$ cat config.mk
export PLATFORM = sky130hd
export DESIGN_NAME = voxel_box_draw_unit
export DESIGN_NICKNAME = d
export VERILOG_FILES = /design/src/design/vbd_pkg.sv /design/src/design/vbd_front.sv /design/src/design/vbd_queue.sv /design/src/design/vbd_back.sv /design/src/design/voxel_box_draw_unit.sv
export SDC_FILE = /design/constraint.sdc
export NUM_CORES = 1
export LEC_CHECK = 0
export BUFFER_PORTS_ARGS = -buffer_cell sky130_fd_sc_hd__clkbuf_2
export CAP_MARGIN = 20
export CORE_UTILIZATION = 43
export CTS_BUF_LIST = sky130_fd_sc_hd__clkbuf_2
export DETAILED_ROUTE_END_ITERATION = 8
export SYNTH_ARGS = -nofsm -noshare
export SYNTH_HDL_FRONTEND = slang
export SYNTH_HIERARCHICAL = 1
export SYNTH_SLANG_ARGS = --single-unit
$ cat constraint.sdc
create_clock -name clock -period 4.1 [get_ports clock]
set_clock_uncertainty 0.15 [all_clocks]
set_input_delay 0.205 -clock clock [delete_from_list [all_inputs] [get_ports clock]]
set_output_delay 0.205 -clock clock [all_outputs]
set_load 0.01 [all_outputs]
$ cat src/design/vbd_pkg.sv
// ----------------------------------------------------------------------------
// vbd_pkg
// Shared codes for the voxel box draw unit: command codes and the state
// encoding of the back-end sequencer.
// ----------------------------------------------------------------------------
package vbd_pkg;

   // Command carried by every input beat.
   typedef enum logic {
      CMD_DRAW = 1'b0,
      CMD_READ = 1'b1
   } vbd_cmd_code_type;

   // Back-end sequencer states.
   typedef enum logic {
      BK_IDLE = 1'b0,
      BK_WALK = 1'b1
   } vbd_back_state_type;

endpackage

$ cat src/design/vbd_front.sv
// ----------------------------------------------------------------------------
// vbd_front
// Front end: clamps the coordinates, sorts each corner pair of a draw and
// builds the x span mask and x end mask, then pushes the packed command.
// ----------------------------------------------------------------------------
module vbd_front #(
   parameter int CUBE_SIZE = 8
) (
   input  logic                 req_valid,
   output logic                 req_ready,
   input  logic                 req_cmd,
   input  logic [2:0]           req_x_first,
   input  logic [2:0]           req_y_first,
   input  logic [2:0]           req_z_first,
   input  logic [2:0]           req_x_second,
   input  logic [2:0]           req_y_second,
   input  logic [2:0]           req_z_second,
   input  logic                 req_solid,
   input  logic                 req_light,
   input  logic                 q_full,
   output logic                 q_push,
   output logic [3+4*$clog2(CUBE_SIZE)+2*CUBE_SIZE-1:0] q_data
);

   localparam int CW   = $clog2(CUBE_SIZE);
   localparam int W    = CUBE_SIZE;
   localparam int CMPW = (CW > 3) ? CW : 3;

   typedef struct packed {
      vbd_pkg::vbd_cmd_code_type cmd;
      logic                      solid;
      logic                      light;
      logic [CW-1:0]             y_lo;
      logic [CW-1:0]             y_hi;
      logic [CW-1:0]             z_lo;
      logic [CW-1:0]             z_hi;
      logic [W-1:0]              x_mask;
      logic [W-1:0]              end_mask;
   } vbd_cmd_type;

   // Coordinates beyond the cube saturate to the last plane.
   function automatic logic [CW-1:0] clamp_coord(input logic [2:0] v);
      logic [CMPW-1:0] ext;
      begin
         ext = CMPW'(v);
         if (ext > CMPW'(CUBE_SIZE - 1)) begin
            clamp_coord = CW'(CUBE_SIZE - 1);
         end else begin
            clamp_coord = CW'(ext);
         end
      end
   endfunction

   logic [CW-1:0] xa, ya, za, xb, yb, zb;
   logic [CW-1:0] x_lo, x_hi;
   vbd_cmd_type   cmd_word;

   assign xa = clamp_coord(req_x_first);
   assign ya = clamp_coord(req_y_first);
   assign za = clamp_coord(req_z_first);
   assign xb = clamp_coord(req_x_second);
   assign yb = clamp_coord(req_y_second);
   assign zb = clamp_coord(req_z_second);

   assign x_lo = (xa <= xb) ? xa : xb;
   assign x_hi = (xa <= xb) ? xb : xa;

   always_comb begin
      cmd_word       = '0;
      cmd_word.cmd   = vbd_pkg::vbd_cmd_code_type'(req_cmd);
      cmd_word.solid = req_solid;
      cmd_word.light = req_light;
      if (cmd_word.cmd == vbd_pkg::CMD_READ) begin
         // A read addresses the word at the first corner as given.
         cmd_word.y_lo = ya;
         cmd_word.y_hi = ya;
         cmd_word.z_lo = za;
         cmd_word.z_hi = za;
      end else begin
         cmd_word.y_lo = (ya <= yb) ? ya : yb;
         cmd_word.y_hi = (ya <= yb) ? yb : ya;
         cmd_word.z_lo = (za <= zb) ? za : zb;
         cmd_word.z_hi = (za <= zb) ? zb : za;
      end
      for (int i = 0; i < W; i++) begin
         cmd_word.x_mask[i] = (CW'(i) >= x_lo) && (CW'(i) <= x_hi);
      end
      cmd_word.end_mask = (W'(1) << x_lo) | (W'(1) << x_hi);
   end

   assign req_ready = !q_full;
   assign q_push    = req_valid && !q_full;
   assign q_data    = cmd_word;

endmodule

$ cat src/design/vbd_queue.sv
// ----------------------------------------------------------------------------
// vbd_queue
// Two-entry command queue between the front end and the back end.
// ----------------------------------------------------------------------------
module vbd_queue #(
   parameter int DATA_W = 32
) (
   input  logic              clock,
   input  logic              reset,
   input  logic              push,
   input  logic [DATA_W-1:0] push_data,
   output logic              full,
   input  logic              pop,
   output logic              pop_valid,
   output logic [DATA_W-1:0] pop_data
);

   localparam int DEPTH = 2;
   localparam int PW    = $clog2(DEPTH);
   localparam int NW    = $clog2(DEPTH + 1);

   logic [DATA_W-1:0] entry_ff [DEPTH];
   logic [PW-1:0]     wr_ptr_ff, wr_ptr_in;
   logic [PW-1:0]     rd_ptr_ff, rd_ptr_in;
   logic [NW-1:0]     count_ff, count_in;
   logic              do_push, do_pop;

   assign full      = (count_ff == NW'(DEPTH));
   assign pop_valid = (count_ff != '0);
   assign pop_data  = entry_ff[rd_ptr_ff];
   assign do_push   = push && !full;
   assign do_pop    = pop && pop_valid;

   always_comb begin
      wr_ptr_in = do_push ? PW'(wr_ptr_ff + PW'(1)) : wr_ptr_ff;
      rd_ptr_in = do_pop  ? PW'(rd_ptr_ff + PW'(1)) : rd_ptr_ff;
      count_in  = count_ff;
      if (do_push && !do_pop) begin
         count_in = NW'(count_ff + NW'(1));
      end else if (do_pop && !do_push) begin
         count_in = NW'(count_ff - NW'(1));
      end
   end

   always_ff @(posedge clock) begin
      if (reset) begin
         wr_ptr_ff <= '0;
         rd_ptr_ff <= '0;
         count_ff  <= '0;
      end else begin
         wr_ptr_ff <= wr_ptr_in;
         rd_ptr_ff <= rd_ptr_in;
         count_ff  <= count_in;
      end
   end

   always_ff @(posedge clock) begin
      if (do_push) begin
         entry_ff[wr_ptr_ff] <= push_data;
      end
   end

endmodule

$ cat src/design/vbd_back.sv
// ----------------------------------------------------------------------------
// vbd_back
// Back end: owns the voxel store, walks the y/z span of a draw with a
// pipelined read-modify-write (one word per cycle) and serves word reads
// into the registered result stage.
// ----------------------------------------------------------------------------
module vbd_back #(
   parameter int CUBE_SIZE = 8
) (
   input  logic       clock,
   input  logic       reset,
   input  logic       q_valid,
   input  logic [3+4*$clog2(CUBE_SIZE)+2*CUBE_SIZE-1:0] q_data,
   output logic       q_pop,
   output logic       rsp_valid,
   input  logic       rsp_ready,
   output logic [7:0] rsp_row_bits
);

   localparam int CW    = $clog2(CUBE_SIZE);
   localparam int W     = CUBE_SIZE;
   localparam int DEPTH = CUBE_SIZE * CUBE_SIZE;
   localparam int AW    = $clog2(DEPTH);

   typedef struct packed {
      vbd_pkg::vbd_cmd_code_type cmd;
      logic                      solid;
      logic                      light;
      logic [CW-1:0]             y_lo;
      logic [CW-1:0]             y_hi;
      logic [CW-1:0]             z_lo;
      logic [CW-1:0]             z_hi;
      logic [W-1:0]              x_mask;
      logic [W-1:0]              end_mask;
   } vbd_cmd_type;

   function automatic logic [AW-1:0] word_addr(input logic [CW-1:0] y,
                                                input logic [CW-1:0] z);
      word_addr = AW'(AW'(y) * AW'(CUBE_SIZE) + AW'(z));
   endfunction

   vbd_cmd_type                 q_cmd;
   vbd_pkg::vbd_back_state_type state_ff, state_in;
   vbd_cmd_type                 cmd_ff, cmd_in;
   logic [CW-1:0]               y_ff, y_in, z_ff, z_in;

   logic [W-1:0]                mem [DEPTH];
   logic [DEPTH-1:0]            vld_ff;
   logic                        rd_en;
   logic [AW-1:0]               rd_addr;
   logic [W-1:0]                rd_data_ff;
   logic                        rd_vld_ff;

   logic                        wr_pend_ff, wr_pend_in;
   logic [AW-1:0]               wr_addr_ff, wr_addr_in;
   logic [W-1:0]                wr_mask_ff, wr_mask_in;
   logic [W-1:0]                old_word, wr_data;

   logic                        rd_pend_ff, rd_pend_in;
   logic                        rsp_valid_ff, rsp_valid_in;
   logic [7:0]                  rsp_bits_ff;
   logic [7:0]                  row8;

   logic                        y_edge, z_edge;
   logic [W-1:0]                walk_mask;

   assign q_cmd = q_data;

   // Mask for the word at the current walk position.
   always_comb begin
      y_edge = (y_ff == cmd_ff.y_lo) || (y_ff == cmd_ff.y_hi);
      z_edge = (z_ff == cmd_ff.z_lo) || (z_ff == cmd_ff.z_hi);
      if (cmd_ff.solid || (y_edge && z_edge)) begin
         walk_mask = cmd_ff.x_mask;
      end else if (y_edge || z_edge) begin
         walk_mask = cmd_ff.end_mask;
      end else begin
         walk_mask = '0;
      end
   end

   always_comb begin
      state_in   = state_ff;
      cmd_in     = cmd_ff;
      y_in       = y_ff;
      z_in       = z_ff;
      q_pop      = 1'b0;
      rd_en      = 1'b0;
      rd_addr    = word_addr(y_ff, z_ff);
      wr_pend_in = 1'b0;
      wr_addr_in = wr_addr_ff;
      wr_mask_in = wr_mask_ff;
      rd_pend_in = 1'b0;
      case (state_ff)
         vbd_pkg::BK_IDLE: begin
            // A new command waits for the last write and the last read to land.
            if (q_valid && !wr_pend_ff && !rd_pend_ff) begin
               if (q_cmd.cmd == vbd_pkg::CMD_READ) begin
                  if (!rsp_valid_ff || rsp_ready) begin
                     q_pop      = 1'b1;
                     rd_en      = 1'b1;
                     rd_addr    = word_addr(q_cmd.y_lo, q_cmd.z_lo);
                     rd_pend_in = 1'b1;
                  end
               end else begin
                  q_pop    = 1'b1;
                  cmd_in   = q_cmd;
                  y_in     = q_cmd.y_lo;
                  z_in     = q_cmd.z_lo;
                  state_in = vbd_pkg::BK_WALK;
               end
            end
         end
         vbd_pkg::BK_WALK: begin
            rd_en      = 1'b1;
            wr_pend_in = 1'b1;
            wr_addr_in = word_addr(y_ff, z_ff);
            wr_mask_in = walk_mask;
            if (z_ff == cmd_ff.z_hi) begin
               z_in = cmd_ff.z_lo;
               if (y_ff == cmd_ff.y_hi) begin
                  state_in = vbd_pkg::BK_IDLE;
               end else begin
                  y_in = CW'(y_ff + CW'(1));
               end
            end else begin
               z_in = CW'(z_ff + CW'(1));
            end
         end
         default: begin
            state_in = vbd_pkg::BK_IDLE;
         end
      endcase
   end

   // Second half of the read-modify-write; a never-written word reads as dark.
   assign old_word = rd_vld_ff ? rd_data_ff : '0;
   assign wr_data  = cmd_ff.light ? (old_word | wr_mask_ff) : (old_word & ~wr_mask_ff);

   generate
      if (W >= 8) begin : g_row_trim
         assign row8 = old_word[7:0];
      end else begin : g_row_pad
         assign row8 = {{(8 - W){1'b0}}, old_word};
      end
   endgenerate

   always_comb begin
      rsp_valid_in = rsp_valid_ff;
      if (rsp_valid_ff && rsp_ready) begin
         rsp_valid_in = 1'b0;
      end
      if (rd_pend_ff) begin
         rsp_valid_in = 1'b1;
      end
   end

   always_ff @(posedge clock) begin
      if (reset) begin
         state_ff     <= vbd_pkg::BK_IDLE;
         wr_pend_ff   <= 1'b0;
         rd_pend_ff   <= 1'b0;
         rsp_valid_ff <= 1'b0;
         vld_ff       <= '0;
      end else begin
         state_ff     <= state_in;
         wr_pend_ff   <= wr_pend_in;
         rd_pend_ff   <= rd_pend_in;
         rsp_valid_ff <= rsp_valid_in;
         if (wr_pend_ff) begin
            vld_ff[wr_addr_ff] <= 1'b1;
         end
      end
   end

   always_ff @(posedge clock) begin
      cmd_ff     <= cmd_in;
      y_ff       <= y_in;
      z_ff       <= z_in;
      wr_addr_ff <= wr_addr_in;
      wr_mask_ff <= wr_mask_in;
      if (rd_pend_ff) begin
         rsp_bits_ff <= row8;
      end
   end

   // Voxel store: one read port and one write port, registered read data.
   always_ff @(posedge clock) begin
      if (rd_en) begin
         rd_data_ff <= mem[rd_addr];
         rd_vld_ff  <= vld_ff[rd_addr];
      end
      if (wr_pend_ff) begin
         mem[wr_addr_ff] <= wr_data;
      end
   end

   assign rsp_valid    = rsp_valid_ff;
   assign rsp_row_bits = rsp_bits_ff;

`ifndef ASSERT_OFF
   a_read_no_overwrite: assert property (@(posedge clock) disable iff (reset)
      rd_pend_ff |-> !rsp_valid_ff)
      else $error("read data arrived while the result stage was still full");

   a_read_not_during_write: assert property (@(posedge clock) disable iff (reset)
      rd_pend_ff |-> !wr_pend_ff)
      else $error("word read overlapped a pending store write");

   a_walk_writes: assert property (@(posedge clock) disable iff (reset)
      (state_ff == vbd_pkg::BK_WALK) |=> wr_pend_ff)
      else $error("walk step did not schedule its write");

   a_pop_when_quiet: assert property (@(posedge clock) disable iff (reset)
      q_pop |-> ((state_ff == vbd_pkg::BK_IDLE) && !wr_pend_ff && !rd_pend_ff))
      else $error("command taken while earlier work was still in flight");
`endif

endmodule

$ cat src/design/voxel_box_draw_unit.sv
// ----------------------------------------------------------------------------
// voxel_box_draw_unit
// Axis-aligned box rasteriser over a CUBE_SIZE^3 voxel frame buffer.
// ----------------------------------------------------------------------------
// Usage. Commands arrive as beats on the req_ channel (valid/ready). A draw
// beat (req_cmd = draw) sets or clears a solid or wireframe box between two
// corners and returns nothing. A read beat returns the stored word at
// (req_y_first, req_z_first) as one beat on the rsp_ channel; bit x of
// rsp_row_bits is voxel x. Coordinates beyond the cube saturate to the last
// plane.
// Flow. The front end classifies a beat in the cycle it is
// accepted and queues it in a two-entry queue. The back end walks a draw one
// store word per cycle through a pipelined read-modify-write on the store's
// read and write ports. A read is queued like a draw, and the back end takes
// no new command until the last write and the last read have landed.
// Reset. The synchronous reset darkens the whole cube at once through
// per-word valid bits; there is no clearing pass, and the block takes beats
// as soon as reset is released.
// Stalls. A result waits in an output register while rsp_ready is low. Draws
// ahead of the next read still run, but that read waits at the head of the
// queue; further beats are queued until the queue is full, then req_ready
// drops. No result is ever dropped or overwritten.
// ----------------------------------------------------------------------------
module voxel_box_draw_unit #(
   parameter int CUBE_SIZE = 8
) (
   input  logic       clock,
   input  logic       reset,
   input  logic       req_valid,
   output logic       req_ready,
   input  logic       req_cmd,
   input  logic [2:0] req_x_first,
   input  logic [2:0] req_y_first,
   input  logic [2:0] req_z_first,
   input  logic [2:0] req_x_second,
   input  logic [2:0] req_y_second,
   input  logic [2:0] req_z_second,
   input  logic       req_solid,
   input  logic       req_light,
   output logic       rsp_valid,
   input  logic       rsp_ready,
   output logic [7:0] rsp_row_bits
);

   // Packed command: code, solid, light, four span ends and two x masks.
   localparam int CMD_W = 3 + 4 * $clog2(CUBE_SIZE) + 2 * CUBE_SIZE;

   logic             q_full;
   logic             q_push;
   logic [CMD_W-1:0] q_push_data;
   logic             q_pop;
   logic             q_valid;
   logic [CMD_W-1:0] q_data;

   // Front end: clamp, sort and mask building for each accepted beat.
   vbd_front #(
      .CUBE_SIZE (CUBE_SIZE)
   ) u_front (
      .req_valid    (req_valid),
      .req_ready    (req_ready),
      .req_cmd      (req_cmd),
      .req_x_first  (req_x_first),
      .req_y_first  (req_y_first),
      .req_z_first  (req_z_first),
      .req_x_second (req_x_second),
      .req_y_second (req_y_second),
      .req_z_second (req_z_second),
      .req_solid    (req_solid),
      .req_light    (req_light),
      .q_full       (q_full),
      .q_push       (q_push),
      .q_data       (q_push_data)
   );

   // The queue lets the front keep accepting while the back end walks a box.
   vbd_queue #(
      .DATA_W (CMD_W)
   ) u_queue (
      .clock     (clock),
      .reset     (reset),
      .push      (q_push),
      .push_data (q_push_data),
      .full      (q_full),
      .pop       (q_pop),
      .pop_valid (q_valid),
      .pop_data  (q_data)
   );

   // Back end: voxel store, span walker and result register.
   vbd_back #(
      .CUBE_SIZE (CUBE_SIZE)
   ) u_back (
      .clock        (clock),
      .reset        (reset),
      .q_valid      (q_valid),
      .q_data       (q_data),
      .q_pop        (q_pop),
      .rsp_valid    (rsp_valid),
      .rsp_ready    (rsp_ready),
      .rsp_row_bits (rsp_row_bits)
   );

endmodule

# --- Word level (Yosys, flattened, before mapping) ---
# Memory sizes are Yosys's and may differ from the RTL's. A register that Yosys moved wholly into a read port is not among the register bits.
# Index checks and enable logic that the tools add are counted.
totals:
  regBits: 131
  latchBits: 0
  ram_bits: 574
  rom_bits: 0
  output_inout_bits: 10
  elab_cells: 171
  mem_count: 2
memory_table:
  columns: ["memory", "depth", "width", "read_ports", "rd_clocked_by_memory_dff", "wr", "line", "source"]
  rows:
  - ["u_back.mem", 64, 8, 1, 1, 1, "vbd_back.sv:47", "logic [W-1:0] mem [DEPTH];"]
  - ["u_queue.entry_ff", 2, 31, 1, 1, 1, "vbd_queue.sv:22", "logic [DATA_W-1:0] entry_ff [DEPTH];"]
op_classes:
  add_sub_neg: 8
  mul: 0
  div_mod_pow: 0
  n_lt_le_gt_ge: 28
  n_eq_ne: 9
  n_shift: 2
  mux: 57
  bitwise_logic: 7
  n_reduce_logical: 36
op_table:
  columns: ["op", "count"]
  rows:
  - ["OR 64 bit", 1]
  - ["two-way mux 3 bit", 19]
  - ["two-way mux 8 bit", 4]
  - ["two-way mux 6 bit", 4]
  - ["two-way mux 1 bit", 21]
  - ["greater-than comparator 3 bit (second input constant)", 6]
  - ["logical AND 1 bit", 18]
  - ["OR 8 bit", 2]
  - ["left shift 1 x 3 -> 8 bit (first input constant)", 2]
  - ["< comparator 6 x 7 -> 1 bit (second input constant)", 2]
  - ["adder 6 x 3 -> 6 bit", 2]
  - ["== test 3 bit", 4]
  - ["greater-or-equal comparator 3 bit (first input constant)", 4]
  - ["less-or-equal comparator 3 bit (first input constant)", 4]
  - ["two-way mux 12 bit", 1]
  - ["one-hot mux 3 bit (2 select lines)", 2]
  - ["less-or-equal comparator 3 bit", 3]
  - ["bitwise AND 8 bit", 1]
  - ["NOT 8 bit", 1]
  - ["adder 3 x 1 -> 3 bit (second input constant)", 2]
  - ["binary-select mux 1 bit (select 6 bit)", 1]
  - ["demux 1 bit (select 6 bit)", 1]
  - ["greater-or-equal comparator 1 x 3 -> 1 bit (first input constant)", 2]
  - ["greater-or-equal comparator 2 x 3 -> 1 bit (first input constant)", 2]
  - ["other kinds (19)", 38]

# --- Longest topological paths before layout ---
logic_depth:
  ltp_word: 10
  ltp_mapped: 12
  mapped_depth_nobuf: 8

# --- Modules after synthesis ---
# The synthesis kept the hierarchy.
modules_own_cells:
  columns: ["module", "n_inst", "cells_per_inst", "area_per_inst_um2", "seq_area_each_um2"]
  rows:
  - ["vbd_back", 1, 2054, 26297.7, 18748.0]
  - ["vbd_queue", 1, 121, 2446.1, 1961.9]
  - ["vbd_front", 1, 121, 819.5, 0.0]

# --- Least setup slack after synthesis ---
# No wires, ideal clock.
synth_path:
  kind: "register to register"
  from: "register (tool-made name)"
  to: "register u_back.rd_data_ff[0] (read register of u_back.mem) (data pin)"
  setup_time_ps: 272
  t_arrival_ps: 3021
  required_ps: 3678
  setup_slack_ps: 657
  stages_incl_launch_ff: 11
  path_buffers: 4
  synth_period_minus_slack_ps: 3443
  cell_sequence: "dfxtp_1 > buf_2 > mux2_2 > clkbuf_1 > nand3_1 > buf_2 > mux2i_1 > clkbuf_1 > a31oi_1 > a31o_1 > or4_1"
synth_rtl:
  columns: ["item", "line", "source"]
  rows:
  - ["end, declared", "vbd_back.sv:51", "logic [W-1:0] rd_data_ff;"]

# --- Worst setup path in the final report ---
layout_path:
  from: "input req_z_first[2]"
  to: "memory u_queue/entry_ff[0][20] (netlist bit) (data pin)"
layout_between:
  elab_chain_cells: 5
layout_rtl:
  columns: ["item", "line", "source"]
  rows:
  - ["start, declared", "voxel_box_draw_unit.sv:34", "input logic [2:0] req_z_first,"]
  - ["greater-than comparator 3 bit", "vbd_front.sv:46", "if (ext > CMPW'(CUBE_SIZE - 1)) begin"]
  - ["two-way mux 3 bit *", "vbd_front.sv:46", null]
  - ["less-or-equal comparator 3 bit", "vbd_front.sv:82", "cmd_word.z_lo = (za <= zb) ? za : zb;"]
  - ["two-way mux 3 bit", "vbd_front.sv:82", null]
  - ["two-way mux 12 bit *", "vbd_front.sv:73", "if (cmd_word.cmd == vbd_pkg::CMD_READ) begin"]
  - ["named net q_push_data[20]", "voxel_box_draw_unit.sv:50", "logic [CMD_W-1:0] q_push_data;"]
  - ["end, declared", "vbd_queue.sv:22", null]
# Mark *: on every way through the listed nets, which the timed path passes. The rest lies on a longest branch.

==> results_dict.tcl <==
set metrics [dict create \
    async_reset_ff_share_pct 0 \
    post-synth-top-area-cell "edfxtp_1" \
    core_sq_um 67600 \
    placed_cells_incl_taps 3123 \
    rows 95 \
    synth_area_per_cell_sq_um 12.9 \
    ff2ff_path_depth 10 \
    drv_slew 0 \
    p_leak_nw 11.7 \
    cts_num_sinks 714 \
    worst-path-max-fanout 3 \
    endpoint_kind "flop" \
    tightest_slew_ns 1.11 \
    cp.arrival_ns 5.07 \
    grt_overflow 0 \
    hp-class "in -> reg" \
    htree_levels 4 \
    final_nets 2549 \
    ys.warnings.count 6 \
    cts_setup_buffers 0 \
    die_y_microns 264 \
    synth_fp_nets 2332 \
    rsz0062_at_grt "no" \
    drt-initial-drc-count 2152 \
    slew_headroom_pct 25.5 \
    p_switching_w 0.00943 \
    period_needed_ns 4.12 \
    p_per_area_nw_per_um2 701 \
    path_class "in -> reg" \
    max-vdd-ir-drop_mv 0.571 \
    synthAdderAreaFrac_pct 0.466 \
    setup_viol_count_final 2 \
    seq_area_sq_um 20700 \
    antenna_found_initial 2 \
    synthTopCellsByCount "edfxtp_1 (641), nor2_1 (217), nand2_1 (207)" \
    r2r-start "u_queue/count_ff[0]" \
    grt_max_degree 93 \
    violations "negative setup slack" \
    grt_pass1_wl_microns 121000 \
    drive_gt1_share_pct 19.8 \
    final_hold_viol_count 0 \
    grt_pass1_vias 19800 \
    hold_end "u_queue/entry_ff[1][19]" \
    ys_types 74 \
    nFillCells 5894 \
    finalCritPeriodShare_pct 101 \
    routed_wl_microns 80400 \
    route.antenna.remaining_nets 0 \
    cts_tree "done" \
    synth_cells 2296 \
    synth.area.top_cells "edfxtp_1 (65%), dfxtp_1 (4.9%), nand3_1 (3.4%)" \
    initial_core_util_pct 43.7 \
    power_frac_comb_pct 38.5 \
    synth.most_common_cell "edfxtp_1" \
    synth-simple-area-share_pct 11.8 \
    vias 20200 \
    die_w_microns 264 \
    status "finished, violations left" \
    fmax_mhz 243 \
    maxCapViolations 0 \
    ys_seq_elements 714 \
    place_ws_ns 0.260 \
    die_area_sq_um 69800 \
    yosysSeqAreaShare_pct 70.1 \
    holdPathStages 4 \
    cts-root-buf "clkbuf_2" \
    synthesis.area_sq_um 29600 \
    drc 0 \
    crit_required_ns 5.05 \
    synth_top_family_by_area "simple AND/OR/NAND/NOR gates" \
    cts_made_buffers 179 \
    first_pass_iters 7 \
    setup_ws_ns -0.0214 \
    min_from "req_z_first[0]" \
    synth_top_area_share_pct 65.1 \
    multiInputGateArea_sq_um 8050 \
    worstSetupStartpointType "input port" \
    clk_pin_slew_ns 0.10 \
    timing.reg2reg.setup_slack_ns 0.13 \
    rr_endpoint "u_back/rd_data_ff[5]" \
    synth-compound-area-share_pct 11.0 \
    track_usage_pct 23.1 \
    synth-edff-count 641 \
    power_frac_seq_pct 41.0 \
    cts_buffer_depth 3 \
    clock_power_share_pct 20.5 \
    muxShareOfSynthArea_pct 3.25 \
    switching_share_pct 40.1 \
    final_cells 3533 \
    synth-xor-area-share_pct 0.533 \
    area_growth_pct 13.4 \
    routedWlPerCell_microns 22.8 \
    synth_ff_type "edfxtp_1" \
    hpwl_microns 47600 \
    routed_via_density 5.73 \
    gp_congestion 0.914 \
    ios 35 \
    p_int_w 0.0141 \
    clk_latency_ns 1.35 \
    numPortBuffers 34 \
]
-- power groups by stage --
stage	sequential, W	clock [W]	combinational (W)
global placement	0.00978	0	0.00875
finish	0.00963	0.00481	0.00906
floorplan	0.00965	0	0.00547
detailed placement	0.00979	0	0.00885
global route	0.00967	0.00533	0.00967
CTS	0.00962	0.00498	0.00896
-- cell families after synthesis --
group | Yosys count
DFF | 714
and+or+nand+nor | 761
adders and majority gates | 11
AOI/OAI and AO/OA | 509
muxes | 88
buffers and inverters | 195
xor gates and xnor gates | 18
-- state kept, by name (all words and copies together), names as in the netlist, 2 cells and up, named ones only --
register,flops
u_back/mem,512
u_back/vld_ff,64
u_queue/entry_ff,62
u_back/cmd_ff,30
u_back/rd_data_ff,8
u_back/rsp_row_bits,8
u_back/wr_mask_ff,8
u_back/wr_addr_ff,6
u_back/y_ff,3
u_back/z_ff,3
u_queue/count_ff,2
-- worst max-delay path, cell delays in order --
cell and delay [ns]:
dlygate4sd3_1 0.55, clkbuf_2 0.11, dlygate4sd3_1 0.61, ha_1 0.31
dlygate4sd3_1 0.57, o21ai_0 0.09, a32oi_1 0.18, dlygate4sd3_1 0.62
nor2b_1 0.20, dlygate4sd3_1 0.68, mux2_2 0.37, dlygate4sd3_1 0.58
-- area by class of cell --
class | count | area share (%)
repair buffers | 204 | 5.68
flip-flops and latches | 714 | 61.8
inverters | 27 | 0.302
diodes | 1 | 0.00746
multi-input cells | 1387 | 24.0
clock inverters | 45 | 0.791
well taps | 873 | 3.26
clock buffers | 282 | 4.21
-- what timing repair did --
action | 4_1_cts | 5_1_grt
hold buffers | 79 | 0
gates resized for setup | 0 | 6
endpoints found under the hold margin | 207 | 0
setup endpoints to repair | 0 | 4
-- worst max path at each step --
stage	from	end	slack, ns	depth (start not counted)
final	req_z_first[2]	u_queue/entry_ff[0][20]	-0.02	12
after global placement	u_queue/count_ff[0]	u_back/rd_data_ff[3]	0.25	10
after CTS	u_queue/count_ff[0]	u_back/rd_data_ff[7]	0.14	11
after detailed placement	u_queue/count_ff[0]	u_back/rd_data_ff[3]	0.26	11
after global routing	u_queue/count_ff[0]	u_back/rd_data_ff[5]	0.02	10
after floorplan	flop	u_back/rd_data_ff[0]	0.66	10
-- layer usage --
layer | part of all wire, % | GRT usage (%) | vias up
met1 | 41 | 30.4 | 10000
li1 | - | - | 9178
met3 | 7.9 | 5.70 | 141
met4 | 3.4 | 10.1 | 2
met5 | 0.012 | 0 | -
met2 | 48 | 36.2 | 880
-- metrics by stage --
step | TNS, ns | util [%] | total power, W | area (sq um) | hold slack, ns
after floorplan | 0 | - | 0.0151 | 29600 | 0.124
after global placement | 0 | 45.8 | 0.0185 | 31000 | 0.247
after detailed placement | 0 | 45.8 | 0.0186 | 31000 | 0.250
after CTS | 0 | 49.5 | 0.0236 | 33500 | 0.00284
after global routing | 0 | 49.6 | 0.0247 | 33500 | 0.0724
final | -0.0427 | 49.6 | 0.0235 | 33500 | 0.189
-- cells in the final DEF, fill, tap and decap left out, types with 9 or more instances in the layout --
cell,netlist,layout
a21o_1,37,37
xor2_1,9,9
a41o_1,9,9
xnor2_1,9,9
edfxtp_1,641,641
nor2_1,217,216
a31o_2,11,11
and2_1,11,11
nor4_1,20,18
a41oi_1,9,9
mux2_2,55,55
a32o_1,9,9
nand2_1,207,206
clkbuf_2,2,315
mux2i_1,29,28
dlygate4sd3_1,0,78
inv_1,26,26
o21ai_0,162,161
nor2b_1,13,13
ha_1,11,11
and3_1,45,45
o21ai_1,19,19
o41ai_1,25,24
buf_12,0,20
a31oi_1,23,23
dfxtp_1,73,73
a211oi_1,26,26
nand3_1,200,200
a21oi_1,125,125
a32oi_1,11,11
nand2b_1,14,14
clkinv_1,1,25
buf_4,5,69
Note: power is estimated with default switching activity, not from simulation.
